`src/hdl/pba_pkg.sv`:
```
// Shared constants, types and the arctangent table for the point bearing and distance block.
// Used by every module under hdl/; depends on nothing.
`timescale 1ns / 1ps

package pba_pkg;

   localparam int COORD_WIDTH_DEF  = 16;
   localparam int CORDIC_STEPS_DEF = 16;

   // CORDIC: input scaled by 2^GUARD_BITS, 32-bit phase accumulator in 2*pi/2^32 units
   localparam int GUARD_BITS      = 24;
   localparam int TABLE_LEN       = 24;
   localparam int TABLE_IDX_WIDTH = 5;
   localparam int ACC_WIDTH       = 32;

   // distance path: magnitudes clamp at 2^17, radicand = 256 * (ax^2 + ay^2)
   localparam int MAG_WIDTH  = 17;
   localparam int SQ_WIDTH   = 2 * MAG_WIDTH;
   localparam int SUM_WIDTH  = SQ_WIDTH + 1;
   localparam int RAD_WIDTH  = 44;
   localparam int ROOT_WIDTH = RAD_WIDTH / 2;
   localparam int REM_WIDTH  = ROOT_WIDTH + 2;

   localparam int DIST_WIDTH      = 21;
   localparam int BEARING_WIDTH   = 16;
   localparam int RSP_DATA_WIDTH  = ((DIST_WIDTH + BEARING_WIDTH + 7) / 8) * 8;
   localparam int RSP_PAD_WIDTH   = RSP_DATA_WIDTH - DIST_WIDTH - BEARING_WIDTH;

   // one register stage per root bit, plus squaring and summing
   localparam int CORE_DEPTH = ROOT_WIDTH + 2;

   localparam logic [DIST_WIDTH-1:0] DIST_MAX   = '1;
   localparam logic [ACC_WIDTH-1:0]  HALF_TURN  = 32'h8000_0000;
   localparam logic [ACC_WIDTH-1:0]  ROUND_HALF = 32'h0000_8000;

   typedef struct packed {
      logic coincident;
      logic saturate;
   } flag_type;

   typedef struct packed {
      logic [DIST_WIDTH-1:0]    distance;
      logic [BEARING_WIDTH-1:0] bearing;
      logic                     coincident;
   } result_type;

   // atan(2^-i) in units of 2*pi/2^32
   function automatic logic [ACC_WIDTH-1:0] atan_entry(input logic [TABLE_IDX_WIDTH-1:0] idx);
      logic [ACC_WIDTH-1:0] val;
      case (idx)
         5'd0:    val = 32'h20000000;
         5'd1:    val = 32'h12E4051E;
         5'd2:    val = 32'h09FB385B;
         5'd3:    val = 32'h051111D4;
         5'd4:    val = 32'h028B0D43;
         5'd5:    val = 32'h0145D7E1;
         5'd6:    val = 32'h00A2F61E;
         5'd7:    val = 32'h00517C55;
         5'd8:    val = 32'h0028BE53;
         5'd9:    val = 32'h00145F2F;
         5'd10:   val = 32'h000A2F98;
         5'd11:   val = 32'h000517CC;
         5'd12:   val = 32'h00028BE6;
         5'd13:   val = 32'h000145F3;
         5'd14:   val = 32'h0000A2FA;
         5'd15:   val = 32'h0000517D;
         5'd16:   val = 32'h000028BE;
         5'd17:   val = 32'h0000145F;
         5'd18:   val = 32'h00000A30;
         5'd19:   val = 32'h00000518;
         5'd20:   val = 32'h0000028C;
         5'd21:   val = 32'h00000146;
         5'd22:   val = 32'h000000A3;
         5'd23:   val = 32'h00000051;
         default: val = '0;
      endcase
      return val;
   endfunction

endpackage

```
`src/hdl/pba_sqrt.sv`:
```
// Distance path: squares, radicand sum, then a restoring square root one bit per stage.
// Carries the saturate and coincident flags alongside. Depends on pba_pkg.
`timescale 1ns / 1ps

module pba_sqrt (
   input  logic                             clock,
   input  logic                             en,
   input  logic [pba_pkg::MAG_WIDTH-1:0]    mag_x,
   input  logic [pba_pkg::MAG_WIDTH-1:0]    mag_y,
   input  pba_pkg::flag_type                flags_i,
   output logic [pba_pkg::ROOT_WIDTH-1:0]   root,
   output logic [pba_pkg::REM_WIDTH-1:0]    remainder,
   output pba_pkg::flag_type                flags_o
);

   localparam int RB    = pba_pkg::ROOT_WIDTH;
   localparam int RW    = pba_pkg::REM_WIDTH;
   localparam int SW    = pba_pkg::RAD_WIDTH;
   localparam int DEPTH = pba_pkg::CORE_DEPTH;

   logic [pba_pkg::SQ_WIDTH-1:0]  sqx_ff, sqy_ff;
   logic [pba_pkg::SUM_WIDTH-1:0] sum;
   logic [SW-1:0]                 rad_ff [RB];
   logic [RW-1:0]                 rem_ff [RB];
   logic [RB-1:0]                 root_ff [RB];
   pba_pkg::flag_type             flag_ff [DEPTH];

   assign sum = {1'b0, sqx_ff} + {1'b0, sqy_ff};

   always_ff @(posedge clock) begin
      if (en) begin
         sqx_ff     <= mag_x * mag_x;
         sqy_ff     <= mag_y * mag_y;
         flag_ff[0] <= flags_i;
         rad_ff[0]  <= {1'b0, sum, 8'h00};
         flag_ff[1] <= flag_ff[0];
      end
   end

   for (genvar d = 0; d < RB; d++) begin : g_digit
      logic [RW-1:0] rem_p, rem_sh, trial, rem_n;
      logic [RB-1:0] root_p, root_n;
      logic          fits;

      if (d == 0) begin : g_first
         assign rem_p  = '0;
         assign root_p = '0;
      end else begin : g_next
         assign rem_p  = rem_ff[d-1];
         assign root_p = root_ff[d-1];
      end

      always_comb begin
         // bring down the next two radicand bits and try root*4+1
         rem_sh = {rem_p[RW-3:0], rad_ff[d][SW-1:SW-2]};
         trial  = {root_p, 2'b01};
         fits   = rem_sh >= trial;
         rem_n  = fits ? rem_sh - trial : rem_sh;
         root_n = {root_p[RB-2:0], fits};
      end

      always_ff @(posedge clock) begin
         if (en) begin
            rem_ff[d]    <= rem_n;
            root_ff[d]   <= root_n;
            flag_ff[d+2] <= flag_ff[d+1];
         end
      end

      if (d < RB - 1) begin : g_shift
         always_ff @(posedge clock) begin
            if (en) begin
               rad_ff[d+1] <= {rad_ff[d][SW-3:0], 2'b00};
            end
         end
      end
   end

   assign root      = root_ff[RB-1];
   assign remainder = rem_ff[RB-1];
   assign flags_o   = flag_ff[DEPTH-1];

endmodule

```
`config.mk`:
```
export PLATFORM = sky130hd
export DESIGN_NAME = pba_sqrt
export DESIGN_NICKNAME = d
export VERILOG_FILES = /design/src/hdl/pba_pkg.sv /design/src/hdl/pba_sqrt.sv
export SDC_FILE = /design/constraint.sdc
export NUM_CORES = 2
export LEC_CHECK = 0
export BUFFER_PORTS_ARGS = -buffer_cell sky130_fd_sc_hd__buf_2
export CORE_ASPECT_RATIO = 0.7
export CORE_MARGIN = 5
export CORE_UTILIZATION = 49
export DETAILED_ROUTE_END_ITERATION = 8
export PLACE_DENSITY = 0.64
export RECOVER_POWER = 100
export SLEW_MARGIN = 40
export SYNTH_ARGS = -nofsm -noshare
export SYNTH_HDL_FRONTEND = slang
export SYNTH_SLANG_ARGS = --single-unit
```
`constraint.sdc`:
```
create_clock -name clock -period 8.41 [get_ports clock]
set_input_delay 0.4205 -clock clock [delete_from_list [all_inputs] [get_ports clock]]
set_output_delay 0.4205 -clock clock [all_outputs]
set_load 0.05 [all_outputs]
```
==> impl_metrics.csv <==
group,metric,value,unit
grt,overflow,0,
placement,hpwlAfterDp,101,mm
critical_path,cp-endpoint,"rem_ff[1][145]$_DFFE_PP_",
detailed_routing,ant_nets,0,
outcome,violations,"capacitance limit, slew limit",
synthesis,ys_warn_count,0,
die,core_region_area,143000,um2
synthesis,synthFlopType,"edfxtp_1",
synthesis,synth_fp_nets,6900,
placement,gp_congestion,0.875,
critical_path,crit_required,8.70,ns
outcome,status,"finished with violations",
critical_path,end_kind,"flip-flop",
critical_path,r2r_setup_slack,3.18,ns
synthesis,synth_seq_cells,1156,
die,dieHeight,327,um
sta,max_freq,147,MHz
layout,area_delta_synth_final,8.62,%
critical_path,worstReg2RegStart,"rem_ff[2][48]$_SDFFCE_PP0P_",
placement,portBuffers,85,
power_and_ir_drop,power,26.9,mW
synthesis,synth.largest_area_cell,"edfxtp_1",
layout,final_nets,7018,
power_and_ir_drop,leakage,32.4,nW
sta,setup_violations,0,
synthesis,ys_top_cells_by_area,"edfxtp_1 (49%), fa_1 (11%), ha_1 (9.2%)",
die,die-area,151000,um2
critical_path,worstSetupPathType,"in -> reg",
layout,diodes,0,
clock_tree,cts-root-buf,"clkbuf_16",
detailed_routing,viasPerCell,5.31,
grt,antenna_found_initial,1,
critical_path,r2r-end,"rem_ff[2][91]$_DFFE_PP_",
synthesis,synth_top_area_share,49.4,%
detailed_routing,first_pass_iters,6,
clock_tree,clk_pin_slew_worst_paths,0.06,ns
die,io_pins,86,
synthesis,syn-cell-area,70300,um2
synthesis,synthDistinctLibCells,83,
placement,place_ws,1.56,ns
clock_tree,clockBufferDepth,3,
synthesis,synth_edf_count,1156,
layout,layout-drive-gt1-share,4.93,%
clock_tree,ctsResizeCount,0,
detailed_routing,drc,0,
power_and_ir_drop,power_density,352,nW/um2
layout,ff_latch_area,34700,um2
synthesis,yosysSeqAreaShare,49.4,%
sta,finalClockSkew,0.0292,ns
clock_tree,cts_buffers,110,
critical_path,reg2regPathDepth,11,
worst_hold_path,min_path_type,"in -> reg",
sta,finalCritPeriodShare,81.1,%
clock_tree,clock_sinks,1156,
layout,fillCellCount,12100,
critical_path,crit_fanout,103,
sta,slew_viol_final,733,
detailed_routing,routed_wl,134,mm
sta,setup_ws,1.59,ns
grt,grt_pass1_wl,223,mm
sta,rsz0062_at_grt,"false",
detailed_routing,vias,42700,
sta,hold_viol_final,0,
sta,worst_slew_pin_slew,5.79,ns
sta,tns,0,ns
critical_path,cp-start-kind,"input pin",
synthesis,syn_avg_cell_area,11.8,um2
sta,min_period,6.82,ns
power_and_ir_drop,irDropWorstVdd,0.588,mV
synthesis,async_flop_share,0,%
die,row_count,116,
detailed_routing,drt_iter0_markers,3241,
layout,multiInputGateArea,31700,um2
die,die_w,463,um
clock_tree,ctsHtreeMaxLevel,3,
sta,slew_headroom,-286,%
grt,track_usage,17.8,%
critical_path,critPathLaunch,"en",
grt,grt_max_degree,176,
die,initial_core_util,49.3,%
clock_tree,cts_tree,"built",
synthesis,synth.most_common_cell,"edfxtp_1",
job,cap_violations,12,
detailed_routing,wl_per_cell,16.7,um
synthesis,postSynthCellCount,5961,
synthesis,synthTopCellsByCount,"edfxtp_1 (1,156), inv_1 (917), ha_1 (517), nand2_1 (418), fa_1 (384)",
critical_path,crit_arrival,7.12,ns
clock_tree,clock_latency,0.71,ns
grt,grt_pass1_vias,42500,
==> placed cells by master (no fill, tap or decap), drive strengths merged, types with 184 or more instances in the layout <==
| master | n |
|---|---|
| edfxtp | 1156 |
| ha | 517 |
| xor2 | 184 |
| nor2 | 297 |
| clkbuf | 202 |
| xnor2 | 253 |
| fa | 384 |
| nand2 | 418 |
| inv | 922 |
| o21ai | 238 |
| a21oi | 302 |
==> where the power goes <==
part | internal (mW) | total [mW] | switching [mW]
clock network | 2.74 | 4.89 | 2.15
logic | 5.47 | 13.2 | 7.73
registers | 8.24 | 8.80 | 0.556
==> area by class of cell <==
type,instances,share of cell area (%)
well taps,1888,3.09
inverters,918,4.51
clock inverters,72,0.926
clock buffers,131,3.74
repair buffers,111,0.749
multi-input cells,3782,41.5
flip-flops and latches,1156,45.5
==> metrics by stage <==
step / std cells / area (um2) / utilization [%] / hold WS, ns
after CTS: 8056 / 76600 / 53.7 / 0.116
after global routing: 8058 / 76300 / 53.5 / 0.262
after detailed placement: 7851 / 73000 / 51.2 / 0.405
after global placement: 7849 / 72900 / 51.1 / 0.400
after floorplan: 5961 / 70300 / - / 0.400
final: 8058 / 76300 / 53.5 / 0.284
==> worst max-delay path: stages <==
cell	delay, ns
clkbuf_1	0.87
clkbuf_1	3.99
clkbuf_2	1.54
==> how the worst min path moves through the flow <==
stage,startpoint,endpoint,slack [ns],cells after the start
global placement,flag_ff[1][10]$_DFFE_PP_,flag_ff[1][12]$_DFFE_PP_,0.40,0
detailed placement,flag_ff[0][3]$_DFFE_PP_,flag_ff[0][5]$_DFFE_PP_,0.40,0
global route,mag_x[1],sqx_ff[2]$_DFFE_PP_,0.26,2
floorplan,flag_ff[0][8]$_DFFE_PP_,flag_ff[0][10]$_DFFE_PP_,0.40,0
CTS,mag_x[0],sqx_ff[0]$_DFFE_PP_,0.12,1
finish,mag_x[1],sqx_ff[2]$_DFFE_PP_,0.28,2
==> cell families after synthesis <==
group	share of synthesized area [%]
other	0.00534
buffers and inverters	5.50
multiplexers	1.00
AO/OA/AOI/OAI	8.86
flip-flops	49.4
AND/OR/NAND/NOR	9.65
adder cells (fa/ha/maj)	20.1
XOR/XNOR	5.45
==> sequential cells by signal, summed over array words and instances, names as in the netlist <==
register  flops
rem_ff      448
rad_ff      341
root_ff     253
flag_ff      48
sqx_ff       33
sqy_ff       33
==> routing by layer <==
layer	vias up	part of all wire, %	global-route usage (%)
met5	-	0	0
met4	0	1.7	3.25
met3	168	5.2	2.91
met2	933	44	27.3
met1	20700	49	27.2
li1	20900	-	-
==> what timing repair did <==
item,4_1_cts,5_1_grt
buffers inserted,0,0
hold endpoints to repair,2,0
hold buffers,2,0
Power figures use the tool's default switching activity.
