File: config.mk
export PLATFORM = sky130hd
export DESIGN_NAME = pba_outbuf
export DESIGN_NICKNAME = d
export VERILOG_FILES = /design/src/hdl/pba_pkg.sv /design/src/hdl/pba_outbuf.sv
export SDC_FILE = /design/constraint.sdc
export NUM_CORES = 1
export LEC_CHECK = 0
export ABC_AREA = 1
export BUFFER_PORTS_ARGS = -buffer_cell sky130_fd_sc_hd__buf_2
export CORE_ASPECT_RATIO = 1.2
export CORE_UTILIZATION = 30
export DETAILED_ROUTE_END_ITERATION = 6
export HOLD_SLACK_MARGIN = 0.03
export PLACE_DENSITY = 0.48
export SYNTH_ARGS = -nofsm -noshare
export SYNTH_HDL_FRONTEND = slang
export SYNTH_SLANG_ARGS = --single-unit
export TNS_END_PERCENT = 30
File: constraint.sdc
create_clock -name clock -period 4.1 [get_ports clock]
set_input_delay 0.205 -clock clock [delete_from_list [all_inputs] [get_ports clock]]
set_output_delay 0.205 -clock clock [all_outputs]
set_load 0.02 [all_outputs]
File: src/hdl/pba_pkg.sv
// Shared constants, types and the arctangent table for the point bearing and distance block.
// Used by every module under hdl/; depends on nothing.
`timescale 1ns / 1ps

package pba_pkg;

   localparam int COORD_WIDTH_DEF  = 16;
   localparam int CORDIC_STEPS_DEF = 16;

   // CORDIC: input scaled by 2^GUARD_BITS, 32-bit phase accumulator in 2*pi/2^32 units
   localparam int GUARD_BITS      = 24;
   localparam int TABLE_LEN       = 24;
   localparam int TABLE_IDX_WIDTH = 5;
   localparam int ACC_WIDTH       = 32;

   // distance path: magnitudes clamp at 2^17, radicand = 256 * (ax^2 + ay^2)
   localparam int MAG_WIDTH  = 17;
   localparam int SQ_WIDTH   = 2 * MAG_WIDTH;
   localparam int SUM_WIDTH  = SQ_WIDTH + 1;
   localparam int RAD_WIDTH  = 44;
   localparam int ROOT_WIDTH = RAD_WIDTH / 2;
   localparam int REM_WIDTH  = ROOT_WIDTH + 2;

   localparam int DIST_WIDTH      = 21;
   localparam int BEARING_WIDTH   = 16;
   localparam int RSP_DATA_WIDTH  = ((DIST_WIDTH + BEARING_WIDTH + 7) / 8) * 8;
   localparam int RSP_PAD_WIDTH   = RSP_DATA_WIDTH - DIST_WIDTH - BEARING_WIDTH;

   // one register stage per root bit, plus squaring and summing
   localparam int CORE_DEPTH = ROOT_WIDTH + 2;

   localparam logic [DIST_WIDTH-1:0] DIST_MAX   = '1;
   localparam logic [ACC_WIDTH-1:0]  HALF_TURN  = 32'h8000_0000;
   localparam logic [ACC_WIDTH-1:0]  ROUND_HALF = 32'h0000_8000;

   typedef struct packed {
      logic coincident;
      logic saturate;
   } flag_type;

   typedef struct packed {
      logic [DIST_WIDTH-1:0]    distance;
      logic [BEARING_WIDTH-1:0] bearing;
      logic                     coincident;
   } result_type;

   // atan(2^-i) in units of 2*pi/2^32
   function automatic logic [ACC_WIDTH-1:0] atan_entry(input logic [TABLE_IDX_WIDTH-1:0] idx);
      logic [ACC_WIDTH-1:0] val;
      case (idx)
         5'd0:    val = 32'h20000000;
         5'd1:    val = 32'h12E4051E;
         5'd2:    val = 32'h09FB385B;
         5'd3:    val = 32'h051111D4;
         5'd4:    val = 32'h028B0D43;
         5'd5:    val = 32'h0145D7E1;
         5'd6:    val = 32'h00A2F61E;
         5'd7:    val = 32'h00517C55;
         5'd8:    val = 32'h0028BE53;
         5'd9:    val = 32'h00145F2F;
         5'd10:   val = 32'h000A2F98;
         5'd11:   val = 32'h000517CC;
         5'd12:   val = 32'h00028BE6;
         5'd13:   val = 32'h000145F3;
         5'd14:   val = 32'h0000A2FA;
         5'd15:   val = 32'h0000517D;
         5'd16:   val = 32'h000028BE;
         5'd17:   val = 32'h0000145F;
         5'd18:   val = 32'h00000A30;
         5'd19:   val = 32'h00000518;
         5'd20:   val = 32'h0000028C;
         5'd21:   val = 32'h00000146;
         5'd22:   val = 32'h000000A3;
         5'd23:   val = 32'h00000051;
         default: val = '0;
      endcase
      return val;
   endfunction

endpackage

File: src/hdl/pba_outbuf.sv
// Final rounding and saturation, then a two-entry output buffer that parts the pipeline
// from the result channel. Depends on pba_pkg.
`timescale 1ns / 1ps

module pba_outbuf (
   input  logic                             clock,
   input  logic                             reset,
   input  logic                             in_valid,
   output logic                             in_ready,
   input  logic [pba_pkg::ROOT_WIDTH-1:0]   root,
   input  logic [pba_pkg::REM_WIDTH-1:0]    remainder,
   input  pba_pkg::flag_type                flags,
   input  logic [pba_pkg::ACC_WIDTH-1:0]    acc,
   output logic                             out_valid,
   input  logic                             out_ready,
   output pba_pkg::result_type              out_data
);

   localparam int RB = pba_pkg::ROOT_WIDTH;

   logic [RB:0]                   rounded;
   logic                          too_big;
   logic [pba_pkg::ACC_WIDTH-1:0] bear_sum;
   pba_pkg::result_type           result;

   logic [1:0]          count_ff, count_in;
   logic [1:0]          pos;
   pba_pkg::result_type slot0_ff, slot0_in, slot1_ff, slot1_in;
   logic                push, pop;

   always_comb begin
      // round to nearest: bump when the remainder exceeds the root
      rounded  = {1'b0, root} + (RB+1)'(remainder > {2'b00, root});
      too_big  = rounded > (RB+1)'(pba_pkg::DIST_MAX);
      bear_sum = acc + pba_pkg::ROUND_HALF;
      result.coincident = flags.coincident;
      if (flags.coincident) begin
         result.distance = '0;
         result.bearing  = '0;
      end else begin
         result.distance = (flags.saturate || too_big) ? pba_pkg::DIST_MAX
                                                        : rounded[pba_pkg::DIST_WIDTH-1:0];
         result.bearing  = bear_sum[pba_pkg::ACC_WIDTH-1 -: pba_pkg::BEARING_WIDTH];
      end
   end

   assign in_ready  = (count_ff != 2'd2);
   assign out_valid = (count_ff != 2'd0);
   assign out_data  = slot0_ff;
   assign push      = in_valid && in_ready;
   assign pop       = out_valid && out_ready;

   always_comb begin
      count_in = count_ff + 2'(push) - 2'(pop);
      slot0_in = slot0_ff;
      slot1_in = slot1_ff;
      if (pop) begin
         slot0_in = slot1_ff;
      end
      // write behind whatever stays in the buffer
      pos = count_ff - 2'(pop);
      if (push) begin
         if (pos[0]) begin
            slot1_in = result;
         end else begin
            slot0_in = result;
         end
      end
   end

   always_ff @(posedge clock) begin
      if (reset) begin
         count_ff <= 2'd0;
      end else begin
         count_ff <= count_in;
      end
   end

   always_ff @(posedge clock) begin
      slot0_ff <= slot0_in;
      slot1_ff <= slot1_in;
   end

endmodule

==> flow_metrics.env, run 1 <==
export IMPL_path_class="input port to flip-flop"
export IMPL_initial_utilization=0.311
export IMPL_grt_overflow_total=0
export IMPL_p_leak_nw=2.73
export IMPL_gr_usage_met1=0.182
export IMPL_grt_pass1_vias=4216
export IMPL_drtAntennaViolNets=0
export IMPL_clock_skew_ns=0.00618
export IMPL_crit_path_max_incr_delay_ns=0.32
export IMPL_die_area_mm2=0.0162
export IMPL_cp_end_kind="flip-flop"
export IMPL_tns_ns=0
export IMPL_yosysSeqAreaShare=0.412
export IMPL_wirelength_um=12700
export IMPL_floorplan_io_pins=124
export IMPL_use_met3=0.0361
export IMPL_worstPathCellList="buf_2 > inv_1 > ha_1 > nand4_1 > nor2_1 > nand3b_1 > a21oi_1 > nor2_1 > nor2_1 > ha_1 > ha_1 > nand2_1 > nor2_4 > nand2_1 > nor2_4 > nand3_1 > nand2_1 > nor2_4 > buf_4 > a21oi_1"
export IMPL_remaining_drc_errors=0
export IMPL_coreArea_mm2=0.0151
export IMPL_final_hold_viol_count=0
export IMPL_drv_cap=0
export IMPL_port_buffers=108
export IMPL_diodes=0
export IMPL_met2_usage=0.295
export IMPL_grt_max_degree=45
export IMPL_final_common_cell="nand2_1"
export IMPL_synthesis_instances=616
export IMPL_syn_nets=727
export IMPL_core_rowCount=49
export IMPL_grt_busiest_layer="met2"
export IMPL_place_hpwl_um=9120
export IMPL_cts_sinks=78
export IMPL_cp_arrival_ns=3.23
export IMPL_rsz0062_at_grt="false"
export IMPL_post_drt_wl_per_cell_um=13.6
export IMPL_path_clk_slew_ns=0.06
export IMPL_max_freq_mhz=328
export IMPL_fin_crit_sh=0.744
export IMPL_setup_ws_ns=1.05
export IMPL_clkLatencyLatePin_ns=0.34
export IMPL_placedCellCount=913
export IMPL_drt_iter0_drc=167
export IMPL_final_cells=930
export IMPL_status="finished clean"
export IMPL_crit_required_ns=4.28
export IMPL_synth_seq_cells=78
export IMPL_start_kind="input port"
export IMPL_avgSynthCellArea_um2=7.66
export IMPL_dieHeight_um=139
export IMPL_min_period_ns=3.05
export IMPL_fin_nets=832
export IMPL_first_pass_iters=7
export IMPL_cts_buffers=9
export IMPL_clock_root_buffer="clkbuf_16"
export IMPL_dieWidth_um=116
export IMPL_yosysWarningCount=0
export IMPL_relSlewSlack=0.281
export IMPL_grt_usage=0.163
export IMPL_peakVddDrop_mv=0.198
export IMPL_dp_slack_ns=0.658
export IMPL_drv_slew=0
export IMPL_place_gp_congestion=0.858
export IMPL_cellPowerDensity_mw_per_mm2=559
export IMPL_min_delay_start="acc[31]"
export IMPL_crit_slowest_cell="ha_1"
export IMPL_area_growth_pct=21.6
export IMPL_vias=4376
export IMPL_grt_pass1_wl_um=20300
export IMPL_cp_max_fo=42
export IMPL_route_detailed_vias_per_inst=4.71
export IMPL_cp_startpoint="root[19]"
export IMPL_r2r_start="count_ff[0]"
export IMPL_setup_violations=0
export IMPL_cts_setup_buffers=0
export IMPL_antenna_found_initial=0
export IMPL_layout_common_cells="184 x nand2_1, 108 x buf_2, 63 x inv_1, 51 x nor2_1, 48 x a21oi_1"
export IMPL_ctsHtreeMaxLevel=3
export IMPL_ys_types=33
export IMPL_hp_class="input port to flip-flop"
export IMPL_worstMarginPinSlew_ns=1.07
export IMPL_drive_above_1_share=0.197
export IMPL_cts_tree="built"
export IMPL_cts_buffer_depth=2
export IMPL_syn_area_mm2=0.00472
==> Yosys cell counts, drive strengths merged <==
cell          instances  area [um2]
clkinv                1        3.75
dlymetal6s2s          1        12.5
a31oi                 3        18.8
a31o                  2        17.5
nand2               185         697
nand3                25         125
nand4                12        75.1
nand3b                3        22.5
buf                   7        66.3
inv                  65         244
edfxtp               38        1140
clkbuf               13        58.8
dfxtp                40         801
nor3                  5        25.0
xnor2                 3        26.3
o22ai                 1        6.26
xor2                 16         140
nor2                 58         260
a21o                  1        7.51
a21oi                48         240
nor3b                 2        15.0
o21ai                29         145
o21a                  2        15.0
o21bai               26         195
and3                  1        6.26
ha                   27         338
nor4                  2        12.5
==> power breakdown <==
part	total, mW	leakage, nW	switching, mW	internal [mW]
Clock	0.801	0.138	0.329	0.472
Combinational	1.24	1.90	0.814	0.431
Sequential	1.16	0.685	0.104	1.06
==> final cells by class <==
type,instances,area (um2)
Sequential cell,78,1940
Timing Repair Buffer,115,596
Fill cell,1633,9410
Multi-Input combinational cell,451,2390
Tap cell,204,255
Inverter,66,248
Clock buffer,9,225
Clock inverter,7,75.1
==> through the flow <==
stage          area, um2  hold WS (ns)   util  power (mW)
6_report            5730         0.208  0.379        3.21
5_1_grt             5730         0.232  0.379        3.45
4_1_cts             5730         0.199  0.379        3.26
3_5_place_dp        5420         0.392  0.358        2.45
3_3_place_gp        5420         0.385  0.358        2.43
2_1_floorplan       4720         0.276      -        2.02
==> repair_timing <==
action	in CTS	in global routing
resized for setup	0	0
hold endpoints to repair	1	0
hold buffers	1	0
==> registers in the layout (all words and copies together) (netlist names) <==
name      count
slot1_ff     38
count_ff      2
out_data     38
==> layer usage <==
metal / vias to the layer above / part of all wire
met3: 14 / 0.058
met4: 0 / 0.016
met2: 124 / 0.49
met5: - / 0
li1: 2242 / -
met1: 1996 / 0.43
==> logic make-up (layout without fill, tap and decap cells) <==
| logic type | after synthesis | in the layout | share of synthesized area |
|---|---|---|---|
| adders and majority gates | 27 | 27 | 0.0716 |
| DFF | 78 | 78 | 0.412 |
| xor gates and xnor gates | 19 | 19 | 0.0353 |
| and+or+nand+nor | 293 | 293 | 0.263 |
| AOI/OAI and AO/OA | 112 | 112 | 0.137 |
| buffers and inverters | 87 | 197 | 0.0817 |
==> path summary, 6_finish.rpt <==
check	depth (start not counted)	endpoint	slack [ns]
max	20	slot1_ff[26]	1.05
min	4	out_data[16]	0.21
max reg2reg	9	out_data[0]	1.82
min reg2reg	2	out_data[35]	0.47
==> critical path, delay by kind of cell <==
kind / cells / cell delay [ns]
adders and majority gates: 3 / 0.78
and+or+nand+nor: 12 / 1.45
buffers and inverters: 3 / 0.45
AOI/OAI and AO/OA: 2 / 0.33
Note: power is estimated with default switching activity, not from simulation.
==> inputs of run 2 (changes only) <==
Settings changed: PLACE_DENSITY 0.48 to 0.5.
Clock period 4.1 ns to 2.6 ns, I/O delays scaled along.
==> flow_metrics.env, run 2 (synthesis results as in run 1) <==
export IMPL_status="finished clean"
export IMPL_grt_overflow_total=0
export IMPL_clkLatencyLatePin_ns=0.33
export IMPL_area_growth_pct=33.4
export IMPL_fin_crit_sh=0.918
export IMPL_r2r_start="count_ff[0]"
export IMPL_final_common_cell="nand2_1"
export IMPL_drt_iter0_drc=336
export IMPL_floorplan_io_pins=124
export IMPL_remaining_drc_errors=0
export IMPL_cts_tree="built"
export IMPL_cts_sinks=78
export IMPL_core_rowCount=49
export IMPL_vias=4507
export IMPL_cp_end_kind="flip-flop"
export IMPL_r2r_end="out_data[17]"
export IMPL_grt_max_degree=43
export IMPL_crit_required_ns=2.67
export IMPL_port_buffers=108
export IMPL_path_clk_slew_ns=0.06
export IMPL_final_hold_viol_count=0
export IMPL_rr_worst_depth=9
export IMPL_hold_end="out_data[16]"
export IMPL_ctsHtreeMaxLevel=3
export IMPL_cts_setup_buffers=0
export IMPL_first_pass_iters=4
export IMPL_antenna_found_initial=0
export IMPL_post_drt_wl_per_cell_um=13.3
export IMPL_dieHeight_um=139
export IMPL_grt_usage=0.161
export IMPL_place_hpwl_um=9480
export IMPL_place_gp_congestion=0.889
export IMPL_rsz0062_at_grt="true"
export IMPL_cp_arrival_ns=2.45
export IMPL_grt_pass1_wl_um=20400
export IMPL_wirelength_um=13000
export IMPL_grt_pass1_vias=4331
export IMPL_die_area_mm2=0.0162
export IMPL_setup_violations=0
export IMPL_diodes=0
export IMPL_min_delay_start="acc[31]"
export IMPL_start_kind="input port"
export IMPL_tns_ns=0
export IMPL_drv_cap=0
export IMPL_clock_skew_ns=0.00383
export IMPL_layout_common_cells="181 x nand2_1, 108 x buf_2, 63 x inv_1, 56 x buf_4, 49 x nor2_1"
export IMPL_cp_max_fo=21
export IMPL_peakVddDrop_mv=0.388
export IMPL_coreArea_mm2=0.0151
export IMPL_cts_buffers=9
export IMPL_max_freq_mhz=419
export IMPL_path_class="input port to flip-flop"
export IMPL_hp_class="input port to flip-flop"
export IMPL_dieWidth_um=116
export IMPL_initial_utilization=0.311
export IMPL_worstMarginPinSlew_ns=0.559
export IMPL_hold_depth=4
export IMPL_p_leak_nw=3.03
export IMPL_route_detailed_vias_per_inst=4.58
export IMPL_fin_nets=885
export IMPL_ff2ff_setup_slack_ns=0.76
export IMPL_drtAntennaViolNets=0
export IMPL_cellPowerDensity_mw_per_mm2=839
export IMPL_min_period_ns=2.39
export IMPL_drive_above_1_share=0.277
export IMPL_fillers=1616
export IMPL_clock_root_buffer="clkbuf_16"
export IMPL_drv_slew=0
export IMPL_cts_buffer_depth=2
export IMPL_fin_util=0.415
export IMPL_relSlewSlack=0.628
-- run 2: changes by cell type in the layout (fill, tap and decap cells not counted), sizes merged --
cell / change
buf: +52
clkbuf: +2
bufinv: +1
clkinvlp: -2
-- run 2: worst max-delay path by stage --
| stage | start | end | cells after the start |
|---|---|---|---|
| 5_1_grt | root[15] | slot1_ff[30] | 20 |
| 3_5_place_dp | root[19] | slot1_ff[23] | 19 |
| 2_1_floorplan | root[19] | slot1_ff[19] | 18 |
| 3_3_place_gp | root[19] | slot1_ff[24] | 18 |
| 6_report | root[21] | slot1_ff[24] | 19 |
| 4_1_cts | root[19] | slot1_ff[23] | 19 |
-- run 2: layout make-up --
cell class / count / area (um2) / area share
Sequential cell: 78 / 1940 / 0.309
Multi-Input combinational cell: 451 / 2480 / 0.395
Timing Repair Buffer: 168 / 1030 / 0.163
Clock buffer: 10 / 250 / 0.0398
Tap cell: 204 / 255 / 0.0406
Clock inverter: 6 / 82.6 / 0.0131
Inverter: 66 / 248 / 0.0394
-- run 2: repair_timing --
item	in CTS	in global routing
gates resized for setup	0	22
endpoints found under the hold margin	2	0
setup endpoints to repair	0	42
hold buffers	1	0
-- run 2: where the power goes --
| group | total [mW] | leakage, nW | internal, mW | switching (mW) |
|---|---|---|---|---|
| Clock | 1.39 | 0.163 | 0.893 | 0.495 |
| Sequential | 1.84 | 0.685 | 1.67 | 0.173 |
| Combinational | 2.04 | 2.18 | 0.742 | 1.30 |
-- run 2: critical path: stages --
cell	delay, ns
buf_2	0.09
inv_1	0.05
ha_1	0.29
nand3_1	0.11
nor2_2	0.17
nand3b_1	0.10
nor4_1	0.17
nor2_1	0.09
ha_2	0.21
ha_2	0.18
nand2_2	0.07
nor2_4	0.04
nand2_2	0.09
nor2_4	0.06
nand3_2	0.06
nand2_2	0.06
nor2_4	0.20
buf_12	0.19
a21oi_1	0.08
-- run 2: metal layers --
metal  global-route usage  up-vias  wire length (um)
met5                    0        -                 0
met4               0.0459        0               157
met3               0.0353       13               661
met2                0.283      117              6480
met1                0.194     2035              5730
li1                     -     2342                 -
-- run 2: metrics by stage --
stage          power, mW  hold WS (ns)  setup WS [ns]  area, um2  instances
6_report            5.28         0.127          0.213       6290        983
3_5_place_dp        3.93         0.308         -0.295       5830        964
5_1_grt             5.65         0.131       0.000805       6290        983
3_3_place_gp        3.90         0.306         -0.216       5830        964
2_1_floorplan       3.18         0.201         0.0189       4720        616
4_1_cts             5.35         0.114         0.0849       6170        981
