$ cat src/hdl/pba_pkg.sv
// Shared constants, types and the arctangent table for the point bearing and distance block.
// Used by every module under hdl/; depends on nothing.
`timescale 1ns / 1ps

package pba_pkg;

   localparam int COORD_WIDTH_DEF  = 16;
   localparam int CORDIC_STEPS_DEF = 16;

   // CORDIC: input scaled by 2^GUARD_BITS, 32-bit phase accumulator in 2*pi/2^32 units
   localparam int GUARD_BITS      = 24;
   localparam int TABLE_LEN       = 24;
   localparam int TABLE_IDX_WIDTH = 5;
   localparam int ACC_WIDTH       = 32;

   // distance path: magnitudes clamp at 2^17, radicand = 256 * (ax^2 + ay^2)
   localparam int MAG_WIDTH  = 17;
   localparam int SQ_WIDTH   = 2 * MAG_WIDTH;
   localparam int SUM_WIDTH  = SQ_WIDTH + 1;
   localparam int RAD_WIDTH  = 44;
   localparam int ROOT_WIDTH = RAD_WIDTH / 2;
   localparam int REM_WIDTH  = ROOT_WIDTH + 2;

   localparam int DIST_WIDTH      = 21;
   localparam int BEARING_WIDTH   = 16;
   localparam int RSP_DATA_WIDTH  = ((DIST_WIDTH + BEARING_WIDTH + 7) / 8) * 8;
   localparam int RSP_PAD_WIDTH   = RSP_DATA_WIDTH - DIST_WIDTH - BEARING_WIDTH;

   // one register stage per root bit, plus squaring and summing
   localparam int CORE_DEPTH = ROOT_WIDTH + 2;

   localparam logic [DIST_WIDTH-1:0] DIST_MAX   = '1;
   localparam logic [ACC_WIDTH-1:0]  HALF_TURN  = 32'h8000_0000;
   localparam logic [ACC_WIDTH-1:0]  ROUND_HALF = 32'h0000_8000;

   typedef struct packed {
      logic coincident;
      logic saturate;
   } flag_type;

   typedef struct packed {
      logic [DIST_WIDTH-1:0]    distance;
      logic [BEARING_WIDTH-1:0] bearing;
      logic                     coincident;
   } result_type;

   // atan(2^-i) in units of 2*pi/2^32
   function automatic logic [ACC_WIDTH-1:0] atan_entry(input logic [TABLE_IDX_WIDTH-1:0] idx);
      logic [ACC_WIDTH-1:0] val;
      case (idx)
         5'd0:    val = 32'h20000000;
         5'd1:    val = 32'h12E4051E;
         5'd2:    val = 32'h09FB385B;
         5'd3:    val = 32'h051111D4;
         5'd4:    val = 32'h028B0D43;
         5'd5:    val = 32'h0145D7E1;
         5'd6:    val = 32'h00A2F61E;
         5'd7:    val = 32'h00517C55;
         5'd8:    val = 32'h0028BE53;
         5'd9:    val = 32'h00145F2F;
         5'd10:   val = 32'h000A2F98;
         5'd11:   val = 32'h000517CC;
         5'd12:   val = 32'h00028BE6;
         5'd13:   val = 32'h000145F3;
         5'd14:   val = 32'h0000A2FA;
         5'd15:   val = 32'h0000517D;
         5'd16:   val = 32'h000028BE;
         5'd17:   val = 32'h0000145F;
         5'd18:   val = 32'h00000A30;
         5'd19:   val = 32'h00000518;
         5'd20:   val = 32'h0000028C;
         5'd21:   val = 32'h00000146;
         5'd22:   val = 32'h000000A3;
         5'd23:   val = 32'h00000051;
         default: val = '0;
      endcase
      return val;
   endfunction

endpackage

$ cat src/hdl/pba_prep.sv
// Front stages: coordinate differences, magnitudes, saturation and coincidence flags,
// and the half-plane fold that seeds the CORDIC. Depends on pba_pkg.
`timescale 1ns / 1ps

module pba_prep #(
   parameter int COORD_WIDTH = pba_pkg::COORD_WIDTH_DEF
) (
   input  logic                                                    clock,
   input  logic                                                    en,
   input  logic signed [COORD_WIDTH-1:0]                           start_x,
   input  logic signed [COORD_WIDTH-1:0]                           start_y,
   input  logic signed [COORD_WIDTH-1:0]                           end_x,
   input  logic signed [COORD_WIDTH-1:0]                           end_y,
   output logic signed [COORD_WIDTH+pba_pkg::GUARD_BITS+2:0]       x0,
   output logic signed [COORD_WIDTH+pba_pkg::GUARD_BITS+2:0]       y0,
   output logic                                                    half_turn,
   output logic [pba_pkg::MAG_WIDTH-1:0]                           mag_x,
   output logic [pba_pkg::MAG_WIDTH-1:0]                           mag_y,
   output pba_pkg::flag_type                                       flags
);

   localparam int DW  = COORD_WIDTH + 1;
   localparam int CW  = COORD_WIDTH + pba_pkg::GUARD_BITS + 3;
   localparam int EXT = (COORD_WIDTH > pba_pkg::MAG_WIDTH) ? COORD_WIDTH : pba_pkg::MAG_WIDTH;

   logic signed [DW-1:0] dx_ff, dx_in, dy_ff, dy_in;
   logic [DW-1:0]        abs_x, abs_y;
   logic [EXT-1:0]       ext_x, ext_y;
   logic signed [CW-1:0] xe, ye;

   logic signed [CW-1:0]           x0_ff, x0_in, y0_ff, y0_in;
   logic                           half_ff, half_in;
   logic [pba_pkg::MAG_WIDTH-1:0]  magx_ff, magx_in, magy_ff, magy_in;
   pba_pkg::flag_type              flags_ff, flags_in;

   assign dx_in = {end_x[COORD_WIDTH-1], end_x} - {start_x[COORD_WIDTH-1], start_x};
   assign dy_in = {end_y[COORD_WIDTH-1], end_y} - {start_y[COORD_WIDTH-1], start_y};

   always_comb begin
      abs_x = dx_ff[DW-1] ? -dx_ff : dx_ff;
      abs_y = dy_ff[DW-1] ? -dy_ff : dy_ff;
      ext_x = EXT'(abs_x[COORD_WIDTH-1:0]);
      ext_y = EXT'(abs_y[COORD_WIDTH-1:0]);
      magx_in = ext_x[pba_pkg::MAG_WIDTH-1:0];
      magy_in = ext_y[pba_pkg::MAG_WIDTH-1:0];
      flags_in.saturate   = ((ext_x >> pba_pkg::MAG_WIDTH) != '0) ||
                            ((ext_y >> pba_pkg::MAG_WIDTH) != '0);
      flags_in.coincident = (dx_ff == '0) && (dy_ff == '0);

      // screen y grows downward, so the vector is (dx, -dy); fold the left half-plane
      xe = {{2{dx_ff[DW-1]}}, dx_ff, {pba_pkg::GUARD_BITS{1'b0}}};
      ye = {{2{dy_ff[DW-1]}}, dy_ff, {pba_pkg::GUARD_BITS{1'b0}}};
      half_in = dx_ff[DW-1];
      x0_in   = half_in ? -xe : xe;
      y0_in   = half_in ? ye : -ye;
   end

   always_ff @(posedge clock) begin
      if (en) begin
         dx_ff    <= dx_in;
         dy_ff    <= dy_in;
         x0_ff    <= x0_in;
         y0_ff    <= y0_in;
         half_ff  <= half_in;
         magx_ff  <= magx_in;
         magy_ff  <= magy_in;
         flags_ff <= flags_in;
      end
   end

   assign x0        = x0_ff;
   assign y0        = y0_ff;
   assign half_turn = half_ff;
   assign mag_x     = magx_ff;
   assign mag_y     = magy_ff;
   assign flags     = flags_ff;

endmodule

$ cat config.mk
export PLATFORM = sky130hd
export DESIGN_NAME = pba_prep
export DESIGN_NICKNAME = d
export VERILOG_FILES = /design/src/hdl/pba_pkg.sv /design/src/hdl/pba_prep.sv
export SDC_FILE = /design/constraint.sdc
export NUM_CORES = 1
export LEC_CHECK = 0
export BUFFER_PORTS_ARGS = -buffer_cell sky130_fd_sc_hd__clkbuf_2
export CAP_MARGIN = 20
export CORE_MARGIN = 2
export CORE_UTILIZATION = 52
export DETAILED_ROUTE_END_ITERATION = 6
export PLACE_DENSITY = 0.82
export SETUP_SLACK_MARGIN = 0.2
export SLEW_MARGIN = 25
export SYNTH_ARGS = -nofsm -noshare
export SYNTH_HDL_FRONTEND = slang
export SYNTH_SLANG_ARGS = --single-unit
$ cat constraint.sdc
create_clock -name clock -period 2.8 [get_ports clock]
set_input_delay 0.56 -clock clock [delete_from_list [all_inputs] [get_ports clock]]
set_output_delay 0.56 -clock clock [all_outputs]
set_load 0.1 [all_outputs]
==> impl_metrics.csv, run 1 <==
group,metric,value,unit
status,status,"finished clean",
power,p_leak,0.00300,uW
routing,post-route-drc-count,0,
timing,clock.fmax,404,MHz
critical_path,cp-end-kind,"flop",
die,die_h,110,microns
synthesis,synth.ff_latch_count,89,
routing,drtPass1Iterations,4,
hold_path,hold_path.class,"flop to flop",
synthesis,netlist_area,5810,sq um
critical_path,critical_path_class,"flop to flop",
power,peakVddDrop,0.593,mV
die,core,10900,sq um
global_routing,first_global_vias,3734,
power,p_clk_share,17.4,%
synthesis,synth_edf_count,89,
die,start_util,53.4,%
power,p_switching,2550,uW
timing,setup_viol,0,
cells_and_area,drive_above_1_share,23.8,%
critical_path,arrival,2600,ps
timing,timing.final.crit_share,88.4,%
cts,worstSkewPairLatency,360,ps
place,place.gp.congestion,0.814,
critical_path,ff2ff_path_depth,8,
critical_path,crit_chain,"inv_1, ha_1, or3b_4, or4_4, nand2b_4, nor3_2, ha_1, and2_1",
synthesis,synth_fa_ha_area_share,8.44,%
synthesis,synth_most_common_cell,"edfxtp_1",
critical_path,cp.required,2920,ps
timing,rsz0062_at_grt,"no",
cells_and_area,final_area,6580,sq um
cells_and_area,final_nets,780,
cells_and_area,antenna_cells,0,
routing,ant_nets,0,
global_routing,grt_max_degree,49,
synthesis,ys_top_cells_by_count,"edfxtp_1 (89), buf_4 (68), inv_1 (53), xnor2_1 (44), ha_1 (36)",
power,power_frac_seq,36.9,%
die,die-area,12000,sq um
cts,cts.reportedPaths.clkPinSlew,80,ps
synthesis,synth_ff_type,"edfxtp_1",
die,die_w,110,microns
synthesis,synth_xor_area_share,10.1,%
critical_path,critPathMaxFanout,3,
routing,wl_per_cell,13.3,microns
synthesis,synth_top_family_by_area,"buffers and inverters",
synthesis,yosysTopAreaCell,"edfxtp_1",
die,boundaryPins,189,
synthesis,yosys-mux-area-fraction,0.194,%
critical_path,critPathSlowestCell,"or4_4",
global_routing,overflow,0,
power,pwr-share-comb,45.7,%
timing,period_minus_slack,2480,ps
cts,cts_root_buf,"clkbuf_8",
power,p_per_area,801,nW/um^2
cts,postCtsHoldBufs,0,
critical_path,cpMostUsedCell,"ha_1",
synthesis,synthArstFlopShare,0,%
critical_path,crit_path_start_kind,"flop",
global_routing,grt_pass1_wl,17000,microns
timing,tns,0,ps
synthesis,syn_inst,552,
global_routing,antenna_found_initial,0,
routing,via_count,4174,
power,netSwitchingFraction,48.5,%
routing,drt_iter0_markers,234,
synthesis,syn_area_per_cell,10.5,sq um
routing,viasPerCell,5.08,
place,placed_cell_area,6360,sq um
timing,worstMarginPinSlew,641,ps
cts,cts_buffer_depth,2,
timing,slew_headroom,56.9,%
synthesis,yosys_warnings,0,
cells_and_area,syn2layout_area_growth,13.1,%
synthesis,synth_simple_gate_area_share,10.3,%
timing,drv_slew,0,
place,io_buffers,137,
hold_path,worstHoldPathCells,0,
routing,routed_wl,10900,microns
cts,postCtsSetupBuffers,0,
synthesis,synth_compound_area_share,11.9,%
global_routing,grt_usage,18.0,%
cts,clock-sinks,89,
timing,hold_viol_final,0,
synthesis,synth_top_cell_area_share,46.0,%
cts,cts-buffers-inserted,9,
die,row_count,38,
synthesis,ys_seq_area_share,46.0,%
timing,skew,11.2,ps
cts,h-tree-depth,3,
place,hpwl,8740,microns
synthesis,ys_types,50,
flow_run,drv_cap,0,
power,intPower,2720,uW
cts,cts_tree,"built",
critical_path,critPathMaxStageDelay,430,ps
synthesis,synth_area_leaders,"edfxtp_1 (46%), buf_4 (8.8%), ha_1 (7.7%)",
-- placed cells by master, fill, tap and decap left out, drive strengths merged, types with 5 or more instances in the layout --
cell    instances
clkbuf        147
edfxtp         89
inv            53
conb           53
xnor2          44
ha             36
nand2          33
a21oi          28
nor2           26
o21ai          26
xor2           23
nand2b         16
a21o            9
o31ai           8
nor3            8
nand3           6
o211ai          5
nor4            5
or4             5
buf             5
-- path summary, 6_finish.rpt --
| path | from | to | slack (ps) |
|---|---|---|---|
| worst max-delay path | dx_ff[1] | x0[40] | 320 |
| worst min-delay path | dx_ff[0] | x0[24] | 510 |
| worst max register to register | dx_ff[1] | x0[40] | 320 |
| worst min register to register | dx_ff[0] | x0[24] | 510 |
-- power groups by stage --
stage | Combinational, uW | Clock (uW) | Sequential, uW
after floorplan | 1250 | 0 | 2840
after global placement | 2380 | 0 | 1950
after detailed placement | 2410 | 0 | 1970
after CTS | 2410 | 939 | 1940
after global routing | 2530 | 988 | 1970
final | 2410 | 919 | 1940
-- worst max-delay path: cells and delay by family, from the launching register on --
kind                       cells  cell delay, ps
DFF                            1             400
adders and majority gates      2             400
and+or+nand+nor                5            1340
buffers and inverters          1              90
-- final cells by class --
type / instances / area (sq um)
Clock buffer: 11 / 131
Clock inverter: 5 / 80.1
Fill cell: 920 / 4310
Inverter: 53 / 199
Multi-Input combinational cell: 382 / 2590
Sequential cell: 89 / 2670
Tap cell: 140 / 175
Timing Repair Buffer: 141 / 731
-- metrics by stage --
step	power, uW	worst slack, ps	util, %	cells	hold WS, ps
after floorplan	4090	437	-	604	424
after global placement	4330	341	58.4	805	482
after detailed placement	4380	152	58.4	805	499
after CTS	5290	264	60.4	821	517
after global routing	5490	231	60.4	821	526
final	5270	325	60.4	821	510
-- repair_timing --
| item | 4_1_cts | 5_1_grt |
|---|---|---|
| setup endpoints to repair | 0 | 1 |
| hold endpoints to repair | 0 | 0 |
| gates resized for setup | 0 | 1 |
-- sequential cells by signal, indices dropped and copies added (netlist names) --
signal,cells
x0,19
y0,19
dx_ff,17
dy_ff,17
mag_y,15
flags,1
half_turn,1
-- cells by family after synthesis --
family	count (synthesis)
buffers and inverters	133
and+or+nand+nor	118
AOI/OAI and AO/OA	105
DFF	89
xor gates and xnor gates	67
adders and majority gates	38
other	1
muxes	1
-- layer usage --
layer | vias up | GRT usage [%] | wire length [microns]
li1 | 2066 | - | -
met2 | 175 | 28.1 | 5010
met4 | 0 | 8.86 | 220
met3 | 18 | 2.25 | 706
met1 | 1915 | 24.8 | 5000
met5 | - | 0 | 0
Note: power is estimated with default switching activity, not from simulation.
==> run 2, diff against run 1 <==
Settings changed: BUFFER_PORTS_ARGS -buffer_cell sky130_fd_sc_hd__clkbuf_2 to unset, CORE_UTILIZATION 52 to 55, DONT_BUFFER_PORTS set to 1, PLACE_DENSITY 0.82 to 0.73, SETUP_SLACK_MARGIN 0.2 to unset.
Clock period 2.8 ns to 2.1 ns, I/O delays scaled along.
==> impl_metrics.csv, run 2 (synthesis gave the netlist of run 1 again) <==
group,metric,value,unit
place,place.gp.congestion,0.824,
cells_and_area,mostFrequentLayoutCell,"buf_4",
routing,via_count,4030,
place,place_inst,768,
critical_path,crit_chain,"inv_2, ha_4, or3b_4, or4_4, nand2b_4, nor3_2, ha_1, and2_1",
critical_path,critical_path_class,"flop to flop",
critical_path,cp-end-kind,"flop",
timing,skew,6.72,ps
routing,ant_nets,0,
critical_path,arrival,2450,ps
timing,period_minus_slack,2330,ps
cells_and_area,layout.cells.non_filler,788,
timing,hold_viol_final,0,
critical_path,critPathMaxStageDelay,440,ps
cts,cts_buffer_depth,2,
routing,drt_iter0_markers,145,
timing,rsz0062_at_grt,"yes",
cts,cts.reportedPaths.clkPinSlew,80,ps
timing,final.setup.worst_slack,-228,ps
flow_run,drv_cap,0,
cells_and_area,most-common-layout-cells,"buf_4 (93), edfxtp_1 (89), conb_1 (53), inv_1 (51), xnor2_1 (44)",
cells_and_area,syn2layout_area_growth,21.6,%
cells_and_area,antenna_cells,0,
power,p_per_area,1020,nW/um^2
cts,worstSkewPairLatency,360,ps
cts,cts_root_buf,"clkbuf_8",
cts,cts_tree,"built",
critical_path,crit_path_start_kind,"flop",
die,core,10300,sq um
timing,drv_slew,0,
cts,clock-sinks,89,
routing,routed_wl,10700,microns
cts,cts-buffers-inserted,9,
global_routing,grt_max_degree,90,
die,start_util,56.6,%
die,row_count,37,
routing,viasPerCell,5.11,
critical_path,critPathMaxFanout,3,
status,status,"complete, but fails checks",
global_routing,first_global_vias,3625,
routing,post-route-drc-count,0,
die,die_w,107,microns
cts,postCtsHoldBufs,0,
timing,timing.final.crit_share,111,%
status,violations,"setup timing",
global_routing,grt_pass1_wl,17000,microns
critical_path,critPathSlowestCell,"or4_4",
power,peakVddDrop,0.590,mV
die,die_h,107,microns
timing,clock.fmax,430,MHz
routing,wl_per_cell,13.6,microns
global_routing,overflow,0,
die,die-area,11400,sq um
cts,h-tree-depth,3,
place,hpwl,8400,microns
cells_and_area,fillers,755,
timing,setup_viol,5,
timing,holdWs,179,ps
power,p_leak,0.00308,uW
critical_path,cp.required,2220,ps
global_routing,grt_usage,18.7,%
global_routing,antenna_found_initial,0,
routing,drtPass1Iterations,5,
place,io_buffers,0,
hold_path,hold_path.class,"primary input to flop",
die,boundaryPins,189,
cells_and_area,final_nets,751,
cells_and_area,drive_above_1_share,22.7,%
[run 2: cell type report]
class / instances / area, sq um / area share (%)
Multi-Input combinational cell: 382 / 2670 / 37.8
Timing Repair Buffer: 112 / 1190 / 16.8
Sequential cell: 89 / 2670 / 37.8
Tap cell: 136 / 170 / 2.41
Clock inverter: 7 / 47.5 / 0.672
Inverter: 53 / 199 / 2.81
Clock buffer: 9 / 124 / 1.75
[run 2: metrics by stage]
stage | utilization (%) | setup TNS (ps) | setup WS [ps] | area (sq um) | power, uW
2_1_floorplan | - | -201 | -190 | 6030 | 5460
3_3_place_gp | 66.1 | -633 | -171 | 6790 | 6170
3_5_place_dp | 66.1 | -1640 | -284 | 6790 | 6230
4_1_cts | 68.3 | -730 | -249 | 7020 | 7260
5_1_grt | 68.8 | -936 | -281 | 7070 | 7520
6_report | 68.8 | -568 | -228 | 7070 | 7250
[run 2: report_power, final]
| group | internal, uW | switching, uW |
|---|---|---|
| Combinational | 994 | 2640 |
| Clock | 426 | 577 |
| Sequential | 2360 | 243 |
| Total | 3780 | 3470 |
[run 2: what timing repair did]
action / in CTS / in global routing
pin swaps: 6 / 4
gates resized for setup: 9 / 9
endpoints found under the setup margin: 7 / 12
setup buffers: 4 / 1
[run 2: critical path, delay by kind of cell (launching register included)]
family,cells,cell delay (ps)
adders and majority gates,2,370
and+or+nand+nor,5,1240
buffers and inverters,1,90
DFF,1,410
[run 2: routing by layer]
metal  global-route usage, %  vias to the layer above  share of wire (%)  wire (microns)
met4                    7.70                        0                1.5             157
met2                    29.2                      193                 46            4950
met3                    3.53                       12                7.3             780
met1                    25.7                     1809                 45            4830
met5                       0                        -                  0               0
li1                        -                     2016                  -               -
[run 2: path summary, 6_finish.rpt]
kind,start,end,slack [ps],depth (start not counted)
min reg2reg,dy_ff[0],y0[24],560,0
max,dx_ff[1],x0[40],-230,8
min,en,dy_ff[2],180,0
max reg2reg,dx_ff[1],x0[40],-230,8
